===== config.mk =====
export PLATFORM = sky130hd
export DESIGN_NAME = sexpr_tokenizer_top_flat
export DESIGN_NICKNAME = d
export VERILOG_FILES = /design/src/rtl/sexpr_pkg.sv /design/src/rtl/sexpr_byte_if.sv /design/src/rtl/sexpr_rec_if.sv /design/src/rtl/sexpr_decode.sv /design/src/rtl/sexpr_rec_buf.sv /design/src/rtl/sexpr_tokenizer_top.sv /design/src/flat_wrapper.sv
export SDC_FILE = /design/constraint.sdc
export NUM_CORES = 1
export LEC_CHECK = 0
export ABC_AREA = 0
export BUFFER_PORTS_ARGS = -buffer_cell sky130_fd_sc_hd__buf_2
export CELL_PAD_IN_SITES_DETAIL_PLACEMENT = 1
export CELL_PAD_IN_SITES_GLOBAL_PLACEMENT = 1
export CORE_MARGIN = 2
export CORE_UTILIZATION = 45
export CTS_CLUSTER_DIAMETER = 50
export DETAILED_ROUTE_END_ITERATION = 8
export PLACE_DENSITY = 0.88
export SLEW_MARGIN = 10
export SYNTH_ARGS = -nofsm -noshare
export SYNTH_HDL_FRONTEND = slang
export SYNTH_HIERARCHICAL = 1
export SYNTH_SLANG_ARGS = --single-unit

===== constraint.sdc =====
create_clock -name clk -period 6.7 [get_ports clk]
set_input_delay 1.34 -clock clk [delete_from_list [all_inputs] [get_ports clk]]
set_output_delay 1.34 -clock clk [all_outputs]
set_load 0.01 [all_outputs]

===== src/rtl/sexpr_pkg.sv =====
// Shared types, character codes and record helpers for the s-expression tokenizer.
// No dependencies; the decoder, result buffer, top level, checker and testbench import this package.
package sexpr_pkg;

	localparam logic [7:0] CH_NUL    = 8'h00;
	localparam logic [7:0] CH_TAB    = 8'h09;
	localparam logic [7:0] CH_NL     = 8'h0A;
	localparam logic [7:0] CH_SPACE  = 8'h20;
	localparam logic [7:0] CH_DQUOTE = 8'h22;
	localparam logic [7:0] CH_SQUOTE = 8'h27;
	localparam logic [7:0] CH_LPAREN = 8'h28;
	localparam logic [7:0] CH_RPAREN = 8'h29;
	localparam logic [7:0] CH_ZERO   = 8'h30;
	localparam logic [7:0] CH_NINE   = 8'h39;
	localparam logic [7:0] CH_SEMI   = 8'h3B;
	localparam logic [7:0] CH_BSLASH = 8'h5C;

	typedef enum logic [2:0] {
		M_SKIP = 3'd0,
		M_NUM  = 3'd1,
		M_SYM  = 3'd2,
		M_STR  = 3'd3,
		M_ESC  = 3'd4,
		M_CMT  = 3'd5
	} lexer_mode_t;

	typedef enum logic [2:0] {
		K_BODY   = 3'd0,
		K_NUMBER = 3'd1,
		K_SYMBOL = 3'd2,
		K_STRING = 3'd3,
		K_QUOTE  = 3'd4,
		K_OPEN   = 3'd5,
		K_CLOSE  = 3'd6,
		K_EMPTY  = 3'd7
	} rec_kind_t;

	typedef struct packed {
		rec_kind_t  kind;
		logic [7:0] value;
		logic       last;
	} rec_t;

	// Records produced by one byte: count 0..2, first record in rec0
	typedef struct packed {
		logic [1:0] cnt;
		rec_t       rec0;
		rec_t       rec1;
	} rec_pair_t;

	typedef struct packed {
		rec_pair_t   recs;
		lexer_mode_t mode_next;
	} dec_t;

	// Body records carry the byte; end marks carry zero
	function automatic rec_t mk_rec(rec_kind_t kind, logic [7:0] value);
		rec_t r;
		r.kind  = kind;
		r.value = (kind == K_BODY) ? value : 8'h00;
		r.last  = 1'b0;
		return r;
	endfunction

endpackage


===== src/rtl/sexpr_byte_if.sv =====
// Source byte channel: valid/ready handshake with one byte of payload.
// Depends on nothing.
interface sexpr_byte_if;
	logic       valid;
	logic       ready;
	logic [7:0] char_in;

	modport source (output valid, output char_in, input ready);
	modport sink (input valid, input char_in, output ready);
endinterface


===== src/rtl/sexpr_rec_if.sv =====
// Token record channel: valid/ready handshake with kind, byte and run-end flag.
// Depends on nothing.
interface sexpr_rec_if;
	logic       valid;
	logic       ready;
	logic [2:0] record_kind;
	logic [7:0] byte_value;
	logic       last_of_run;

	modport source (output valid, output record_kind, output byte_value, output last_of_run,
		input ready);
	modport sink (input valid, input record_kind, input byte_value, input last_of_run,
		output ready);
endinterface


===== src/rtl/sexpr_decode.sv =====
// Lexer decode: from the current mode and one byte, form up to two records and the next mode.
// Depends on sexpr_pkg.
module sexpr_decode
	import sexpr_pkg::*;
(
	input  lexer_mode_t mode,
	input  logic [7:0]  char_in,
	output dec_t        dec
);

	logic       has_tok;
	rec_t       tok_rec;
	rec_t       mark_rec;
	logic       is_digit;
	logic       is_space;
	logic [1:0] n;
	rec_t       r0;
	rec_t       r1;
	lexer_mode_t nxt;

	assign has_tok  = (mode == M_NUM) || (mode == M_SYM);
	assign tok_rec  = mk_rec((mode == M_NUM) ? K_NUMBER : K_SYMBOL, CH_NUL);
	assign is_digit = (char_in >= CH_ZERO) && (char_in <= CH_NINE);
	assign is_space = (char_in == CH_SPACE) || (char_in == CH_NL) || (char_in == CH_TAB);

	always_comb begin
		priority if (char_in == CH_SQUOTE) begin
			mark_rec = mk_rec(K_QUOTE, CH_NUL);
		end else if (char_in == CH_LPAREN) begin
			mark_rec = mk_rec(K_OPEN, CH_NUL);
		end else begin
			mark_rec = mk_rec(K_CLOSE, CH_NUL);
		end
	end

	always_comb begin
		n   = 2'd0;
		r0  = mk_rec(K_BODY, char_in);
		r1  = mk_rec(K_BODY, char_in);
		nxt = mode;
		unique case (mode)
			M_ESC: begin
				// Keep the backslash, then the escaped byte or the string end
				r0 = mk_rec(K_BODY, CH_BSLASH);
				n  = 2'd2;
				if (char_in == CH_NUL) begin
					r1  = mk_rec(K_STRING, CH_NUL);
					nxt = M_SKIP;
				end else begin
					nxt = M_STR;
				end
			end
			M_STR: begin
				if (char_in == CH_DQUOTE || char_in == CH_NUL) begin
					r0  = mk_rec(K_STRING, CH_NUL);
					n   = 2'd1;
					nxt = M_SKIP;
				end else if (char_in == CH_BSLASH) begin
					nxt = M_ESC;
				end else begin
					n = 2'd1;
				end
			end
			M_CMT: begin
				if (char_in == CH_NUL || char_in == CH_NL) begin
					r0  = mk_rec(K_EMPTY, CH_NUL);
					n   = 2'd1;
					nxt = M_SKIP;
				end
			end
			default: begin
				// Skip, number and symbol share one byte classifier
				priority if (is_digit) begin
					n = 2'd1;
					if (mode != M_NUM && mode != M_SYM) nxt = M_NUM;
				end else if (is_space) begin
					r0  = tok_rec;
					n   = has_tok ? 2'd1 : 2'd0;
					nxt = M_SKIP;
				end else if (char_in == CH_DQUOTE) begin
					if (mode == M_SYM) begin
						n = 2'd1;
					end else begin
						r0  = tok_rec;
						n   = has_tok ? 2'd1 : 2'd0;
						nxt = M_STR;
					end
				end else if (char_in == CH_SQUOTE || char_in == CH_LPAREN ||
						char_in == CH_RPAREN) begin
					if (has_tok) begin
						r0 = tok_rec;
						r1 = mark_rec;
						n  = 2'd2;
					end else begin
						r0 = mark_rec;
						n  = 2'd1;
					end
					nxt = M_SKIP;
				end else if (char_in == CH_NUL) begin
					r0  = has_tok ? tok_rec : mk_rec(K_EMPTY, CH_NUL);
					n   = 2'd1;
					nxt = M_SKIP;
				end else if (char_in == CH_SEMI) begin
					r0  = tok_rec;
					n   = has_tok ? 2'd1 : 2'd0;
					nxt = M_CMT;
				end else begin
					n   = 2'd1;
					nxt = M_SYM;
				end
			end
		endcase
		r0.last = (n == 2'd1);
		r1.last = 1'b1;
	end

	assign dec.recs.cnt  = n;
	assign dec.recs.rec0 = r0;
	assign dec.recs.rec1 = r1;
	assign dec.mode_next = nxt;

endmodule


===== src/rtl/sexpr_rec_buf.sv =====
// Two-entry result buffer: holds the records of one byte and drains them one beat at a time.
// Depends on sexpr_pkg and sexpr_rec_if.
module sexpr_rec_buf
	import sexpr_pkg::*;
(
	input  logic      clk,
	input  logic      arst_n,
	input  logic      load,
	input  rec_pair_t pair,
	output logic      can_take,
	sexpr_rec_if.source rec_out
);

	logic [1:0] cnt_q;
	rec_t       slot0_q;
	rec_t       slot1_q;
	logic       pop;

	assign pop      = rec_out.valid && rec_out.ready;
	assign can_take = (cnt_q == 2'd0) || ((cnt_q == 2'd1) && pop);

	always_ff @(posedge clk or negedge arst_n) begin
		if (!arst_n) begin
			cnt_q <= 2'd0;
		end else if (load && pair.cnt != 2'd0) begin
			cnt_q <= pair.cnt;
		end else if (pop) begin
			cnt_q <= cnt_q - 2'd1;
		end
	end

	always_ff @(posedge clk) begin
		if (load && pair.cnt != 2'd0) begin
			slot0_q <= pair.rec0;
			slot1_q <= pair.rec1;
		end else if (pop && cnt_q == 2'd2) begin
			slot0_q <= slot1_q;
		end
	end

	assign rec_out.valid       = (cnt_q != 2'd0);
	assign rec_out.record_kind = slot0_q.kind;
	assign rec_out.byte_value  = slot0_q.value;
	assign rec_out.last_of_run = slot0_q.last;

endmodule


===== src/rtl/sexpr_tokenizer_top.sv =====
// Top level of the s-expression tokenizer: input register, lexer mode and result buffer.
// Depends on sexpr_pkg, sexpr_byte_if, sexpr_rec_if, sexpr_decode and sexpr_rec_buf.
//
// Source bytes enter one beat per cycle while the result buffer can take their records, and
// leave as token records: body records carrying text bytes, and one end-mark record per token
// giving its kind. A plain text stream moves at one byte per clock while the receiver is ready;
// a byte that yields two records (a token closed by a quote or bracket, or an escaped character)
// holds the input register longer, because the result buffer has a single output port and
// drains one record a beat. An accepted byte passes through the input register and then the
// result buffer on its way out. Byte 0 closes the input and sends the lexer back to skip mode,
// so the next stream starts clean.
module sexpr_tokenizer_top
	import sexpr_pkg::*;
(
	input logic         clk,
	input logic         arst_n,
	sexpr_byte_if.sink  byte_in,
	sexpr_rec_if.source rec_out
);

	logic        valid_s1;
	logic [7:0]  char_s1;
	lexer_mode_t mode_q;
	dec_t        dec;
	logic        can_take;
	logic        advance;

	// Retire the held byte once its records fit into the buffer
	assign advance       = valid_s1 && ((dec.recs.cnt == 2'd0) || can_take);
	assign byte_in.ready = !valid_s1 || advance;

	// Input register: hold the byte until the decoder retires it
	always_ff @(posedge clk or negedge arst_n) begin
		if (!arst_n) begin
			valid_s1 <= 1'b0;
		end else if (byte_in.ready) begin
			valid_s1 <= byte_in.valid;
		end
	end

	always_ff @(posedge clk) begin
		if (byte_in.ready && byte_in.valid) begin
			char_s1 <= byte_in.char_in;
		end
	end

	// Lexer mode: advance only when the byte is retired
	always_ff @(posedge clk or negedge arst_n) begin
		if (!arst_n) begin
			mode_q <= M_SKIP;
		end else if (advance) begin
			mode_q <= dec.mode_next;
		end
	end

	sexpr_decode u_decode (
		.mode    (mode_q),
		.char_in (char_s1),
		.dec     (dec)
	);

	sexpr_rec_buf u_rec_buf (
		.clk      (clk),
		.arst_n   (arst_n),
		.load     (advance),
		.pair     (dec.recs),
		.can_take (can_take),
		.rec_out  (rec_out)
	);

endmodule


===== src/flat_wrapper.sv =====
// flat-port wrapper written by rule: the top's interface ports become plain ports
module sexpr_tokenizer_top_flat import sexpr_pkg::*;
  (clk, arst_n, byte_in_valid, byte_in_char_in, byte_in_ready, rec_out_valid, rec_out_record_kind, rec_out_byte_value, rec_out_last_of_run, rec_out_ready);
  sexpr_byte_if byte_in_i ();
  sexpr_rec_if rec_out_i ();
  input logic clk;
  input logic arst_n;
  input wire logic [$bits(byte_in_i.valid)-1:0] byte_in_valid;
  input wire logic [$bits(byte_in_i.char_in)-1:0] byte_in_char_in;
  output wire logic [$bits(byte_in_i.ready)-1:0] byte_in_ready;
  output wire logic [$bits(rec_out_i.valid)-1:0] rec_out_valid;
  output wire logic [$bits(rec_out_i.record_kind)-1:0] rec_out_record_kind;
  output wire logic [$bits(rec_out_i.byte_value)-1:0] rec_out_byte_value;
  output wire logic [$bits(rec_out_i.last_of_run)-1:0] rec_out_last_of_run;
  input wire logic [$bits(rec_out_i.ready)-1:0] rec_out_ready;
  assign byte_in_i.valid = byte_in_valid;
  assign byte_in_i.char_in = byte_in_char_in;
  assign byte_in_ready = byte_in_i.ready;
  assign rec_out_valid = rec_out_i.valid;
  assign rec_out_record_kind = rec_out_i.record_kind;
  assign rec_out_byte_value = rec_out_i.byte_value;
  assign rec_out_last_of_run = rec_out_i.last_of_run;
  assign rec_out_i.ready = rec_out_ready;
  sexpr_tokenizer_top u_core (.clk(clk), .arst_n(arst_n), .byte_in(byte_in_i), .rec_out(rec_out_i));
endmodule

After elaboration in Yosys (flattened, before gate mapping)
Cells that the tools add are included.
{"block": "word_totals", "ff_bits": 37, "in_bits": 12, "out_inout_bits": 14, "elab_cells": 115}
{"block": "classes", "n_addsub": 1, "n_lt_le_gt_ge": 2, "eq_ne": 23, "n_mux": 52, "reduce_logical": 28}
{"op": "12-bit 2-to-1 mux", "n": 15}
{"op": "11-bit 2-to-1 mux", "n": 6}
{"op": "8-bit by 6-bit equality test with 1-bit output, second input constant", "n": 6}
{"op": "12-bit case mux with 3 select lines", "n": 1}
{"op": "3-bit 2-to-1 mux", "n": 11}
{"op": "12-bit case mux with 2 select lines", "n": 1}
{"op": "2-bit 2-to-1 mux", "n": 9}
{"op": "8-bit by 4-bit equality test with 1-bit output, second input constant", "n": 2}
{"op": "1-bit logical OR", "n": 10}
{"op": "3-bit case mux with 3 select lines", "n": 1}
{"op": "8-bit by 7-bit equality test with 1-bit output, second input constant", "n": 1}
{"op": "8-bit by 6-bit >= comparator with 1-bit output, second input constant", "n": 1}
{"op": "8-bit by 6-bit less-or-equal comparator with 1-bit output, second input constant", "n": 1}
{"op": "1-bit logical AND", "n": 8}
{"op": "8-bit zero test", "n": 1}
{"op": "2-bit nonzero test", "n": 4}
{"op": "1-bit 2-to-1 mux", "n": 7}
{"op": "7-bit by 4-bit != test with 1-bit output, second input constant", "n": 1}
{"op": "3-bit by 2-bit equality test with 1-bit output, second input constant", "n": 2}
{"op": "3-bit equality test, second input constant", "n": 2}
{"op": "2-bit case mux with 3 select lines", "n": 1}
{"op": "5-bit by 1-bit != test with 1-bit output, second input constant", "n": 1}
{"op": "5-bit AND reduction", "n": 1}
{"op": "2-bit by 1-bit equality test with 1-bit output, second input constant", "n": 2}
{"op": "other kinds (10)", "n": 11}

Depth between registers and ports, before layout
{"block": "depth", "word_depth": 15, "mapped_depth": 12}

Cells and area by module
The synthesis kept the hierarchy.
{"mod": "sexpr_rec_buf", "instances": 1, "cells_each": 58, "area_each_um2": 1081.0, "seq_area_each_um2": 770.7}
{"mod": "sexpr_decode", "instances": 1, "cells_each": 139, "area_each_um2": 955.9, "seq_area_each_um2": 0.0}
{"mod": "sexpr_tokenizer_top", "instances": 1, "cells_each": 28, "area_each_um2": 488.0, "seq_area_each_um2": 340.3}

Worst setup path before layout
Ideal clock, no wire load.
{"block": "synth_path", "path_kind": "register -> output", "from": "register u_core.char_s1[4]", "to": "output byte_in_ready", "t_arrival_ns": 2.083, "required_ns": 5.360, "slack_ns": 3.277, "stages_incl_launch_ff": 9, "path_buffers": 1, "cell_sequence": "edfxtp_1 buf_6 or4_4 a31o_1 nand3b_1 a211o_1 nand4_1 o21ba_4 nand2_1"}
{"item": "from (decl)", "line": "sexpr_tokenizer_top.sv:22", "text": "logic [7:0] char_s1;"}
{"item": "from (signal assigned)", "line": "sexpr_tokenizer_top.sv:43", "text": "char_s1 <= byte_in.char_in;"}
{"item": "to (decl)", "line": "flat_wrapper.sv:10", "text": "output wire logic [$bits(byte_in_i.ready)-1:0] byte_in_ready;"}

==> out/qor_table.md <==
| Quantity | Reported |
|:---|:---|
| Run status | finished clean |
| Final Instance Area | 2770 um^2 |
| Slew @ Worst Pin | 0.809 ns |
| DR pass1 iterations | 4 |
| # clock sinks | 38 |
| Max Clock Skew | 0.00958 ns |
| Post-synthesis cell area | 2520 um^2 |
| Overall overflow remaining after global route | 0 |
| Crit end category | output port |
| First-pass GRT wire length | 9.38 mm |
| Share of the synthesized area in the top cell type | 38.1% |
| Clock tree from TritonCTS | done |
| Area added between synthesis and finish | 9.76% |
| Latest clock arrival within the worst-skew pair | 0.30 ns |
| Top post-synthesis cells by area | sky130_fd_sc_hd__edfxtp_1 38%, sky130_fd_sc_hd__dfrtp_1 5.9%, sky130_fd_sc_hd__mux2_4 4.8%, sky130_fd_sc_hd__nand2_1 3.0%, sky130_fd_sc_hd__nand3_1 2.0% |
| Share of flip-flops with an asynchronous set or reset | 15.8% |
| Shortest clock period the worst path allows after layout | 4.33 ns |
| Count of warnings emitted by yosys | 6 |
| Number of nets with antenna violations after detailed routing | 0 |
| Static leakage | 1.08 nW |
| Highest clock rate | 0.231 GHz |
| Critical path arrival | 2.99 ns |
| Met1 track demand over resource in global routing | 24.9% |
| Number of distinct library cells after synthesis | 71 |
| Maximum resistive drop on vdd | 0.231 mV |
| Post-synth top cells | 32 x sky130_fd_sc_hd__edfxtp_1, 20 x sky130_fd_sc_hd__nand2_1, 10 x sky130_fd_sc_hd__nand3_1 |
| Initial antenna violation count | 0 |
| Number of enable-type register cells in the synthesized netlist | 32 |
| Sequential fraction of the synthesis area | 44.0% |
| Count of endpoints failing hold in the final timing report | 0 |
| Headroom to the max-slew limit | 45.3% |
| Final routed wire length divided by cell count | 18.6 um |
| DP Worst Slack | 2.76 ns |
| Total DRC errors in the routed layout | 0 |
| H-tree lvl count | 2 |
| Total Wirelength | 5.83 mm |
| Detailed Route Iter0 Violations | 88 |
| Die W | 78.9 um |
| Met2 capacity usage during global routing | 33.9% |
| Height of the chip | 78.9 um |
| Unrepaired setup endpoints after global routing | false |
| Type of the worst min-delay path | reg2reg |
| Max Slew Vio Count | 0 |
| Fraction of final layout cells with drive strength greater than 1 | 28.6% |
| Global route hottest layer | met2 |
| Overall global routing resource usage | 19.7% |
| Gate count after technology mapping | 225 |
| Critical setup path kind | reg2out |
| Initial Utilization | 46.1% |
| Post-synthesis net count | 240 |
| Clock-pin slew on the worst setup and hold paths | 0.07 ns |
| Cell area after placement | 2640 um^2 |
| Most used standard cell by instance count after synthesis | sky130_fd_sc_hd__edfxtp_1 |
| Post-route setup TNS | 0 ns |
| Antenna diode instance count | 0 |
| Number of endpoints failing setup at the final stage | 0 |
| Maximum number of buffers from clock root to sink | 2 |
| Clock root buffer | sky130_fd_sc_hd__clkbuf_8 |
| Post-DR vias/cell | 5.96 |
| Maximum fanout encountered on the critical timing path | 20 |
| Num CTS Buffers | 5 |
| Final Cycle Share | 64.6% |
| Final layout net count | 255 |
| Setup ws final | 2.37 ns |
| Floorplan die area | 6230 um^2 |
| Setup bufs post-CTS | 0 |
| Critical Path RT | 5.36 ns |
| Routability congestion estimate | 0.856 |
| Final HPWL DP | 4.25 mm |
| Count of buffers from port buffering | 25 |
| Number of top-level pins | 26 |
| Core Rows | 27 |
| Predominant post-synthesis flop cell | sky130_fd_sc_hd__edfxtp_1 |
| Critical path launch point type | flip-flop |
| Power density over the cells | 510 nW/um^2 |
| Flop and latch count out of synthesis | 38 |
| Hold Worst Slack | 0.556 ns |
| Max-cap viol count | 0 |
| PostCTS Resize Cnt | 0 |
| Placeable core region | 5470 um^2 |
| Maximum number of pins on one net before global-route repair | 21 |
| Library cell occupying the most area in the post-synthesis netlist | sky130_fd_sc_hd__edfxtp_1 |
| Count of hold-fix buffers inserted at cts | 0 |
| Via count | 1865 |
| Via count of the first global-routing pass | 1872 |
| Total power after layout | 1.41 mW |
| Per-instance average area after synthesis | 11.2 um^2 |
| Met3 usage | 3.86% |
-- worst max-delay path, cell delays in order, from the launching register on --
cell	delay, ns
sky130_fd_sc_hd__edfxtp_1	0.73
sky130_fd_sc_hd__or4bb_1	0.58
sky130_fd_sc_hd__a31o_1	0.31
sky130_fd_sc_hd__nand3b_1	0.15
sky130_fd_sc_hd__a211o_1	0.17
sky130_fd_sc_hd__nand4_1	0.24
sky130_fd_sc_hd__o21ba_4	0.33
sky130_fd_sc_hd__nand2_1	0.07
sky130_fd_sc_hd__buf_2	0.13
-- metrics by stage --
stage	utilization, %	std cells
CTS	50.6	313
finish	50.6	313
floorplan	-	225
detailed placement	48.2	305
global route	50.6	313
global placement	48.2	305
-- metal layers --
metal  up-vias  share of wire, %
li1        871                 -
met1       906                43
met2        75                50
met3        13               4.8
met4         0               1.6
met5         -                 0
-- state kept, by name (all words and copies together) (netlist names) --
name,count
u_core/u_rec_buf/rec_out.record_kind,3
u_core/valid_s1,1
u_core/u_rec_buf/cnt_q,2
u_core/u_rec_buf/slot1_q,12
u_core/mode_q,3
u_core/char_s1,8
u_core/u_rec_buf/rec_out.last_of_run,1
u_core/u_rec_buf/rec_out.byte_value,8
-- cell families (layout without fill, tap and decap cells) --
kind of cell               after synthesis  in the layout  synth area share, %
buffers and inverters                   24             40                 5.05
and+or+nand+nor                         91             91                 23.5
xor gates and xnor gates                 3              3                 1.04
muxes                                   13             13                 6.94
adders and majority gates                3              3                 1.49
DFF                                     38             38                 44.0
AOI/OAI and AO/OA                       52             52                 17.8
other                                    1              1                0.149
-- cells in the final DEF (no fill, tap or decap), types with 3 or more instances in the layout --
cell	n
sky130_fd_sc_hd__a21oi_1	3
sky130_fd_sc_hd__edfxtp_1	32
sky130_fd_sc_hd__nor2_1	8
sky130_fd_sc_hd__dfrtp_1	6
sky130_fd_sc_hd__a21bo_1	3
sky130_fd_sc_hd__ha_1	3
sky130_fd_sc_hd__buf_2	25
sky130_fd_sc_hd__nand2_1	20
sky130_fd_sc_hd__nand3_1	10
sky130_fd_sc_hd__o21ai_0	7
sky130_fd_sc_hd__nor3_1	5
sky130_fd_sc_hd__and2_1	3
sky130_fd_sc_hd__nor2b_1	5
sky130_fd_sc_hd__mux2_4	8
sky130_fd_sc_hd__a21o_1	3
sky130_fd_sc_hd__mux2_2	4
sky130_fd_sc_hd__a211oi_1	3
sky130_fd_sc_hd__o21ai_1	5
sky130_fd_sc_hd__inv_1	7
sky130_fd_sc_hd__o22ai_2	3
sky130_fd_sc_hd__nor3b_1	3
sky130_fd_sc_hd__clkbuf_8	5
sky130_fd_sc_hd__nand3b_1	3
sky130_fd_sc_hd__nand2b_1	6
sky130_fd_sc_hd__nand4_1	3
sky130_fd_sc_hd__xnor2_1	3
-- area by class of cell --
cell class / instances / area (um^2)
fillers: 630 / 2700
flip-flops and latches: 38 / 1110
repair buffers: 25 / 125
inverters: 7 / 26.3
clock inverters: 3 / 63.8
clock buffers: 5 / 68.8
well taps: 72 / 90.1
multi-input cells: 163 / 1290
-- where the power goes --
part / internal [mW] / leakage (nW) / switching (mW) / total [mW]
Clock: 0.147 / 0.0658 / 0.0801 / 0.227
Sequential: 0.435 / 0.378 / 0.103 / 0.538
Combinational: 0.287 / 0.637 / 0.361 / 0.648
-- path summary, 6_finish.rpt --
check / from / to / slack (ns) / cells past startpoint
max: u_core/char_s1[3]$_DFFE_PP_ / byte_in_ready / 2.37 / 8
min: u_core/u_rec_buf/slot1_q[9]$_DFFE_PP_ / u_core/u_rec_buf/rec_out.record_kind[0]$_DFFE_PP_ / 0.56 / 1
max reg2reg: u_core/char_s1[3]$_DFFE_PP_ / u_core/u_rec_buf/rec_out.byte_value[5]$_DFFE_PP_ / 2.89 / 9
min reg2reg: u_core/u_rec_buf/slot1_q[9]$_DFFE_PP_ / u_core/u_rec_buf/rec_out.record_kind[0]$_DFFE_PP_ / 0.56 / 1
max in group asynchronous: arst_n / u_core/u_rec_buf/cnt_q[1]$_DFFE_PN0P_ / 5.70 / 1
min in group asynchronous: arst_n / u_core/u_rec_buf/cnt_q[0]$_DFFE_PN0P_ / 0.86 / 1
(Power assumes the default switching activity.)
